===== src/rtl/slxfd_pkg.sv =====
// Package: byte codes, result events and parser phases for the sync/length/XOR frame decoder.
`timescale 1ns / 1ps

package slxfd_pkg;

  localparam logic [7:0] SYNC_0    = 8'h55;  // 'U'
  localparam logic [7:0] SYNC_1    = 8'h4E;  // 'N'
  localparam logic [7:0] SYNC_2    = 8'h45;  // 'E'
  localparam logic [7:0] SYNC_3    = 8'h52;  // 'R'
  localparam logic [7:0] SEPARATOR = 8'h3A;  // ':'

  // Checksum seed, minus the length byte, which is folded in at run time.
  localparam logic [7:0] SYNC_XOR = SYNC_0 ^ SYNC_1 ^ SYNC_2 ^ SYNC_3 ^ SEPARATOR;

  localparam logic [2:0] EV_NONE    = 3'd0;
  localparam logic [2:0] EV_PAYLOAD = 3'd1;
  localparam logic [2:0] EV_GOOD    = 3'd2;
  localparam logic [2:0] EV_BAD_SUM = 3'd3;
  localparam logic [2:0] EV_FRAMING = 3'd4;

  typedef enum logic [7:0] {
    PH_HUNT    = 8'b0000_0001,
    PH_SYNC1   = 8'b0000_0010,
    PH_SYNC2   = 8'b0000_0100,
    PH_SYNC3   = 8'b0000_1000,
    PH_LENGTH  = 8'b0001_0000,
    PH_SEP     = 8'b0010_0000,
    PH_PAYLOAD = 8'b0100_0000,
    PH_CHECK   = 8'b1000_0000
  } phase_t;

endpackage


===== src/rtl/sync_length_xor_frame_decoder.sv =====
// Top level: byte-wise sync word / length / XOR checksum frame decoder.
//
//   channel | handshake             | beat payload
//   --------+-----------------------+----------------------------------------------
//   in      | in_valid / in_ready   | rx_byte
//   out     | out_valid / out_ready | event_res, payload_byte, payload_index,
//           |                       | payload_count
//
// One result beat per input beat; the result is valid in the cycle after accept.
// Sustains one beat per cycle while out_ready is high; the single output register sets the latency.
// in_ready drops only while a result is held and out_ready is low.
// rst (synchronous) returns the parser to sync hunting and empties the output.
`timescale 1ns / 1ps

module sync_length_xor_frame_decoder
  import slxfd_pkg::*;
(
  input  logic       clk,
  input  logic       rst,
  input  logic       in_valid,
  output logic       in_ready,
  input  logic [7:0] rx_byte,
  output logic       out_valid,
  input  logic       out_ready,
  output logic [2:0] event_res,
  output logic [7:0] payload_byte,
  output logic [7:0] payload_index,
  output logic [7:0] payload_count
);

  phase_t     phase, phase_next;
  logic [7:0] running_xor, running_xor_next;
  logic [7:0] bytes_left, bytes_left_next;
  logic [7:0] next_index, next_index_next;

  logic [2:0] ev_next;
  logic [7:0] pbyte_next, pidx_next, pcount_next;
  logic [7:0] left_dec;
  logic       accept;

  assign in_ready = !out_valid || out_ready;
  assign accept   = in_valid && in_ready;
  assign left_dec = bytes_left - 8'd1;

  always_comb begin
    phase_next       = phase;
    running_xor_next = running_xor;
    bytes_left_next  = bytes_left;
    next_index_next  = next_index;
    ev_next          = EV_NONE;
    pbyte_next       = '0;
    pidx_next        = '0;
    pcount_next      = '0;
    case (phase)
      PH_HUNT: begin
        if (rx_byte == SYNC_0) phase_next = PH_SYNC1;
      end
      PH_SYNC1: begin
        if (rx_byte == SYNC_1) begin
          phase_next = PH_SYNC2;
        end else begin
          phase_next = PH_HUNT;
          ev_next    = EV_FRAMING;
        end
      end
      PH_SYNC2: begin
        if (rx_byte == SYNC_2) begin
          phase_next = PH_SYNC3;
        end else begin
          phase_next = PH_HUNT;
          ev_next    = EV_FRAMING;
        end
      end
      PH_SYNC3: begin
        if (rx_byte == SYNC_3) begin
          phase_next = PH_LENGTH;
        end else begin
          phase_next = PH_HUNT;
          ev_next    = EV_FRAMING;
        end
      end
      PH_LENGTH: begin
        if (rx_byte == 8'd0) begin
          phase_next = PH_HUNT;
          ev_next    = EV_FRAMING;
        end else begin
          bytes_left_next = rx_byte;
          phase_next      = PH_SEP;
        end
      end
      PH_SEP: begin
        if (rx_byte == SEPARATOR) begin
          // bytes_left still holds the length byte here
          running_xor_next = SYNC_XOR ^ bytes_left;
          bytes_left_next  = left_dec;
          next_index_next  = '0;
          phase_next       = (left_dec == 8'd0) ? PH_CHECK : PH_PAYLOAD;
        end else begin
          phase_next = PH_HUNT;
          ev_next    = EV_FRAMING;
        end
      end
      PH_PAYLOAD: begin
        ev_next          = EV_PAYLOAD;
        pbyte_next       = rx_byte;
        pidx_next        = next_index;
        running_xor_next = running_xor ^ rx_byte;
        next_index_next  = next_index + 8'd1;
        bytes_left_next  = left_dec;
        if (left_dec == 8'd0) phase_next = PH_CHECK;
      end
      PH_CHECK: begin
        ev_next     = (running_xor == rx_byte) ? EV_GOOD : EV_BAD_SUM;
        pcount_next = next_index;
        phase_next  = PH_HUNT;
      end
      default: begin
        phase_next = PH_HUNT;
      end
    endcase
  end

  always_ff @(posedge clk) begin
    if (rst) begin
      phase       <= PH_HUNT;
      running_xor <= '0;
      bytes_left  <= '0;
      next_index  <= '0;
    end else if (accept) begin
      phase       <= phase_next;
      running_xor <= running_xor_next;
      bytes_left  <= bytes_left_next;
      next_index  <= next_index_next;
    end
  end

  always_ff @(posedge clk) begin
    if (rst) begin
      out_valid <= 1'b0;
    end else if (accept) begin
      out_valid <= 1'b1;
    end else if (out_ready) begin
      out_valid <= 1'b0;
    end
  end

  always_ff @(posedge clk) begin
    if (accept) begin
      event_res     <= ev_next;
      payload_byte  <= pbyte_next;
      payload_index <= pidx_next;
      payload_count <= pcount_next;
    end
  end

`ifndef ASSERT_OFF
  // a checksum byte always closes the frame
  a_check_returns_to_hunt: assert property (@(posedge clk) disable iff (rst)
    (accept && phase == PH_CHECK) |=> (phase == PH_HUNT))
    else $error("phase did not return to hunt after checksum beat");

  // only payload beats carry byte and index
  a_fields_zero_off_payload: assert property (@(posedge clk) disable iff (rst)
    (out_valid && event_res != EV_PAYLOAD) |-> (payload_byte == 8'd0 && payload_index == 8'd0))
    else $error("payload fields nonzero on a non-payload beat");

  // count is reported only with a checksum verdict
  a_count_only_on_verdict: assert property (@(posedge clk) disable iff (rst)
    (out_valid && event_res != EV_GOOD && event_res != EV_BAD_SUM) |-> (payload_count == 8'd0))
    else $error("payload_count nonzero without a checksum verdict");
`endif

endmodule

===== config.mk =====
export PLATFORM = sky130hd
export DESIGN_NAME = sync_length_xor_frame_decoder
export DESIGN_NICKNAME = d
export VERILOG_FILES = /design/src/rtl/slxfd_pkg.sv /design/src/rtl/sync_length_xor_frame_decoder.sv
export SDC_FILE = /design/constraint.sdc
export NUM_CORES = 1
export LEC_CHECK = 0
export BUFFER_PORTS_ARGS = -buffer_cell sky130_fd_sc_hd__clkbuf_2
export CELL_PAD_IN_SITES_DETAIL_PLACEMENT = 1
export CELL_PAD_IN_SITES_GLOBAL_PLACEMENT = 1
export CORE_AREA = 2 2 89 91
export DETAILED_ROUTE_END_ITERATION = 6
export DIE_AREA = 0 0 91 93
export HOLD_SLACK_MARGIN = 0.03
export PLACE_DENSITY = 0.81
export SETUP_SLACK_MARGIN = 0.3
export SLEW_MARGIN = 10
export SYNTH_ARGS = -nofsm -noshare
export SYNTH_HDL_FRONTEND = slang
export SYNTH_SLANG_ARGS = --single-unit

===== constraint.sdc =====
create_clock -name clk -period 3.2 [get_ports clk]
set_clock_uncertainty 0.2 [all_clocks]
set_input_delay 0.32 -clock clk [delete_from_list [all_inputs] [get_ports clk]]
set_output_delay 0.32 -clock clk [all_outputs]
set_load 0.1 [all_outputs]

Word-level counts from Yosys, hierarchy flattened
Index checks and enable logic that the tools add are counted.
Word-level totals
  register bits: 60
  word-level logic and storage cells: 67
  output and inout port bits: 29
  input bits: 12
Operators by class
  bitwise gates (word level): 2
  muxes and demuxes: 25
  $add $sub $neg: 2
  reduce and logical (&&, ||, !) cells: 11
  equal/unequal tests: 18
Operators by type and width (number)
  8-bit 2-to-1 mux: 8
  8-bit case mux with 7 select lines: 1
  8-bit by 7-bit equality test with 1-bit output, second input constant: 5
  8-bit case mux with 2 select lines: 2
  8-bit case mux with 3 select lines: 1
  3-bit case mux with 7 select lines: 1
  3-bit 2-to-1 mux: 6
  8-bit by 6-bit equality test with 1-bit output, second input constant: 2
  8-bit zero test: 2
  8-bit by 1-bit adder with 8-bit output, second input constant: 1
  8-bit by 1-bit equality test with 1-bit output, second input constant: 1
  8-bit by 2-bit equality test with 1-bit output, second input constant: 1
  8-bit by 3-bit equality test with 1-bit output, second input constant: 1
  8-bit by 4-bit equality test with 1-bit output, second input constant: 1
  8-bit by 5-bit equality test with 1-bit output, second input constant: 1
  8-bit equality test: 1
  8-bit equality test, second input constant: 1
  2-bit != test, second input constant: 4
  8-bit by 1-bit subtractor with 8-bit output, second input constant: 1
  8-bit bitwise XOR: 1
  6-bit 2-to-1 mux: 1
  3-bit AND reduction: 2
  5-bit 2-to-1 mux: 1
  4-bit 2-to-1 mux: 1
  8 further kinds: 11

Longest topological paths before layout
  depth after elaboration: 5
  gate-level depth with buffers: 8
  gate-level depth less buffers: 7

Worst setup path after synthesis
Ideal clock, no wire load.
  kind: register to register
  from: register out_valid
  to: register event_res[0], enable pin
  setup time: 0.376 ns
  arrival time: 2.641 ns
  required time: 2.624 ns
  slack: -0.017 ns
  path buffers: 0
  period minus slack after synthesis: 3.217 ns
  stages on the path, launching flop included: 4
  cell sequence: dfxtp_1 -> nand2b_1 -> nand2_1 -> inv_1
Between the ends
  cells in the longest elaborated chain, start to end: 3
RTL lines
  from (decl): RTL line sync_length_xor_frame_decoder.sv:23  | output logic out_valid,
  from (signal assigned): RTL line sync_length_xor_frame_decoder.sv:139  | out_valid <= 1'b0;
  from (signal assigned): RTL line sync_length_xor_frame_decoder.sv:141  | out_valid <= 1'b1;
  from (signal assigned): RTL line sync_length_xor_frame_decoder.sv:143  | out_valid <= 1'b0;
  1-bit zero test: RTL line sync_length_xor_frame_decoder.sv:41  | assign in_ready = !out_valid || out_ready;
  1-bit logical OR: RTL line sync_length_xor_frame_decoder.sv:41
  named net in_ready: RTL line sync_length_xor_frame_decoder.sv:21  | output logic in_ready,
  1-bit logical AND: RTL line sync_length_xor_frame_decoder.sv:42  | assign accept = in_valid && in_ready;
  named net accept: RTL line sync_length_xor_frame_decoder.sv:39  | logic accept;
  to (signal assigned): RTL line sync_length_xor_frame_decoder.sv:149  | event_res <= ev_next;
  to (decl): RTL line sync_length_xor_frame_decoder.sv:25  | output logic [2:0] event_res,
The timed path passes the listed nets, and every way through them passes these cells.
A chain may end at the register's enable or synchronous reset.

Final worst setup path
  from: register phase[5]
  to: register running_xor[5]
Between the ends
  cells in the longest elaborated chain, start to end: 3
  elaborated cells between the ends (all ways): 6
  classes of those cells: eq/ne (3); mux (1); reduce/logical (2)
RTL lines
  from (decl): RTL line sync_length_xor_frame_decoder.sv:31  | phase_t phase, phase_next;
  from (signal assigned): RTL line sync_length_xor_frame_decoder.sv:130  | phase <= phase_next;
  8-bit by 6-bit equality test with 1-bit output / 8-bit by 7-bit equality test with 1-bit output (equally long branches): RTL line sync_length_xor_frame_decoder.sv:54  | case (phase)
  2-bit != test (no line) / 2-bit nonzero test (equally long branches)
  3-bit AND reduction (no line)
  to (signal assigned): RTL line sync_length_xor_frame_decoder.sv:131  | running_xor <= running_xor_next;
  to (decl): RTL line sync_length_xor_frame_decoder.sv:32  | logic [7:0] running_xor, running_xor_next;
Several ways; a longest one is shown, not always the timed one.

==> results.md <==
* Total gr overflow at 0
* # diodes at 0
* Maximum clock path buffer count at 2
* I/O Pins at 41
* H-tree depth at 3
* Vias per cell at 5.74
* Initial antenna violation count at 0
* CP cell instances: nor2b_1, a41oi_2, or3_1, o21ai_0, o31ai_1
* Final hold slack at 0.111 ns
* Critical Path Source: phase[5]$_SDFFE_PP0P_
* Fmax at approximately 0.37 GHz
* Worst skew pair latency at roughly 0.33 ns
* Asr flop ratio synth at 0%
* Clk sinks at 60
* Crit Path Class: flip-flop to flip-flop
* DR WL/cell at 17.4 um
* Hold path start: out_ready
* Worst Hold Depth at 3
* Largest net degree at the start of global routing at 42
* Worst Setup End Kind: flip-flop
* CP max stage cell: or3_1
* Post-synth top cells: nor2_1, dfxtp_1, edfxtp_1, and2_1, a21oi_1
* Setup TNS at 0 ns
* Top delay family on crit path: simple AND/OR/NAND/NOR gates
* Avg Inst Size Synth at 9.17 um2
* FF/Latch Area at 1470 um2
* Area fraction of the dominant cell type after synthesis at about 25%
* Startpoint Class: flip-flop
* Final wirelength at 8640 um
* Fin crit period at roughly 2.7 ns
* Final HPWL DP at slightly below 6000 um
* Total GRT Usage at about a fifth
* Top cells by area, synth: edfxtp_1, dfxtp_1, and2_1
* Arr. time, crit path at between 2 and 3 ns
* Worst-Margin Slew at 0.873 ns
* Die area at roughly 8500 um2
* Initial Utilization at 43.1%
* I/O Buffers at 40
* Initial DRT Pass Iterations at 4
* Placed Instances at approximately 480
* Most used DFF post-synth: dfxtp_1
* Die W at 91 um
* Initial drt markers at approximately 160
* Most common cell in the netlist: nor2_1
* Root buffer cell: clkbuf_8
* Core Area at between 7000 and 8000 um2
* Buf+Inv Stages, Crit Path at 0
* Antenna viol nets, final at 0
* Cells after synthesis at 354
* Fin crit share at 83.6%
* RSZ-0062 raised after global routing: false
* Post-synth net total at approximately 370
* Post-CTS Resized at 0
* R2R cell count at 5
* Maxcap violations at 0
* Die H at between 90 and 100 um
* Cell taking the most area after synthesis: edfxtp_1
* Non-Filler Instances at about 500
* PwrDens at just under 500 nW/um2
* WP depth at 5
* Yosys warns at 0
* Number of fill cells at roughly 900
* Num CTS Buffers at 9
* Clk slew on worst S/H paths at ~0.070 ns
* Critical path peak fanout at 18
* Leakage at about 0.0013 uW
* Status: finished clean
* Row count at 32
* DRC at 0
* Crit path largest cell delay at 0.65 ns
* Sequential element share of the synthesized area at a little under half
* First-pass GRT wire length at approximately 14000 um
* Number of library cell types mapped by synthesis at between 50 and 60
* Worst reg2reg startpoint: phase[5]$_SDFFE_PP0P_
* # setup viols final at 0
* Post-Syn Area at 3250 um2
* Fraction of layout cells with a size suffix above 1 at 17.5%
* Vias in the first global route at between 2000 and 3000
* RePlAce Congestion at around 0.86
* # Post-CTS Setup Buffers at 0
* Min-Delay Path Class: primary input to flip-flop
* CTS tree: built
* Relative slew slack at about two fifths
* Synthesis-to-finish area growth at 16.2%
* Layout Nets at 404
* Worst EP required at approximately 3.2 ns
* Total number of vias at roughly 2800
* Post-CTS Hold Fix Bufs at 1
* Post-synth EDFFs at 27
* Multi-input gate area at between 1500 and 2000 um2
* Synthesized flop and latch total at 60
* Final hold violation count at 0
* Slew Limit Fails at 0
* Peak supply drop at roughly 0.21 mV
[stage by stage]
stage | worst slack (ns) | utilization, % | power [uW] | instance area, um2
6_report | 0.525 | 50.1 | 1880 | 3770
5_1_grt | 0.413 | 50.1 | 1940 | 3770
4_1_cts | 0.563 | 50.1 | 1890 | 3770
3_5_place_dp | 0.647 | 46.8 | 1070 | 3520
3_3_place_gp | 0.784 | 46.8 | 1070 | 3520
2_1_floorplan | 0.360 | - | 1030 | 3250
[routing by layer]
metal | GRT usage [%] | vias to the layer above | wire, um
met3 | 4.75 | 16 | 333
met2 | 36.2 | 73 | 4250
met5 | 0 | - | 0
li1 | - | 1365 | -
met4 | 6.69 | 0 | 152
met1 | 27.2 | 1391 | 3910
[logic make-up (layout without fill, tap and decap cells)]
kind of cell | count (synthesis) | count (layout) | share of synthesized area, %
simple gates | 156 | 156 | 27.5
compound gates | 82 | 82 | 16.9
flops | 60 | 60 | 45.3
buf+inv | 36 | 76 | 4.51
xor+xnor | 17 | 17 | 4.59
fa+ha+maj | 3 | 3 | 1.16
[cells in the final DEF, fill, tap and decap left out, drive strengths merged, types with 7 or more instances in the layout]
cell type / instances
nor2: 37
nor4b: 7
clkbuf: 49
inv: 13
edfxtp: 27
o21ai: 18
nand4: 11
xnor2: 16
nand2: 19
nor3: 9
a21oi: 22
and2: 27
dfxtp: 33
o31ai: 12
[flip-flops by register name (all words and copies together), names as in the netlist]
signal	count
bytes_left	8
out_valid	1
payload_byte	8
phase	8
payload_index	8
event_res	3
next_index	8
running_xor	8
payload_count	8
[power breakdown]
part / internal [uW] / total, uW / switching, uW
logic: 33.4 / 230 / 197
clock network: 514 / 821 / 307
registers: 818 / 825 / 7.25
total: 1370 / 1880 / 511
[worst reg2reg max path: cells and delay by family (launching register included)]
kind,cells,cell delay (ns)
AND/OR/NAND/NOR,2,0.98
AO/OA/AOI/OAI,3,0.83
flip-flops,1,0.52
[final cells by class]
class | instances | share of cell area [%]
Multi-Input combinational cell | 258 | 43.2
Sequential cell | 60 | 39.0
Timing Repair Buffer | 47 | 6.76
Tap cell | 102 | 3.38
Clock buffer | 9 | 3.28
Clock inverter | 7 | 3.05
Inverter | 13 | 1.29
[worst paths after layout]
kind | endpoint | slack [ns]
setup reg to reg | running_xor[5]$_SDFFE_PP0P_ | 0.52
hold / removal | out_valid$_SDFFE_PP0P_ | 0.11
hold reg to reg | bytes_left[7]$_SDFFE_PP0P_ | 0.31
setup / recovery | running_xor[5]$_SDFFE_PP0P_ | 0.52
No activity file was read; power rests on OpenSTA's default activity.
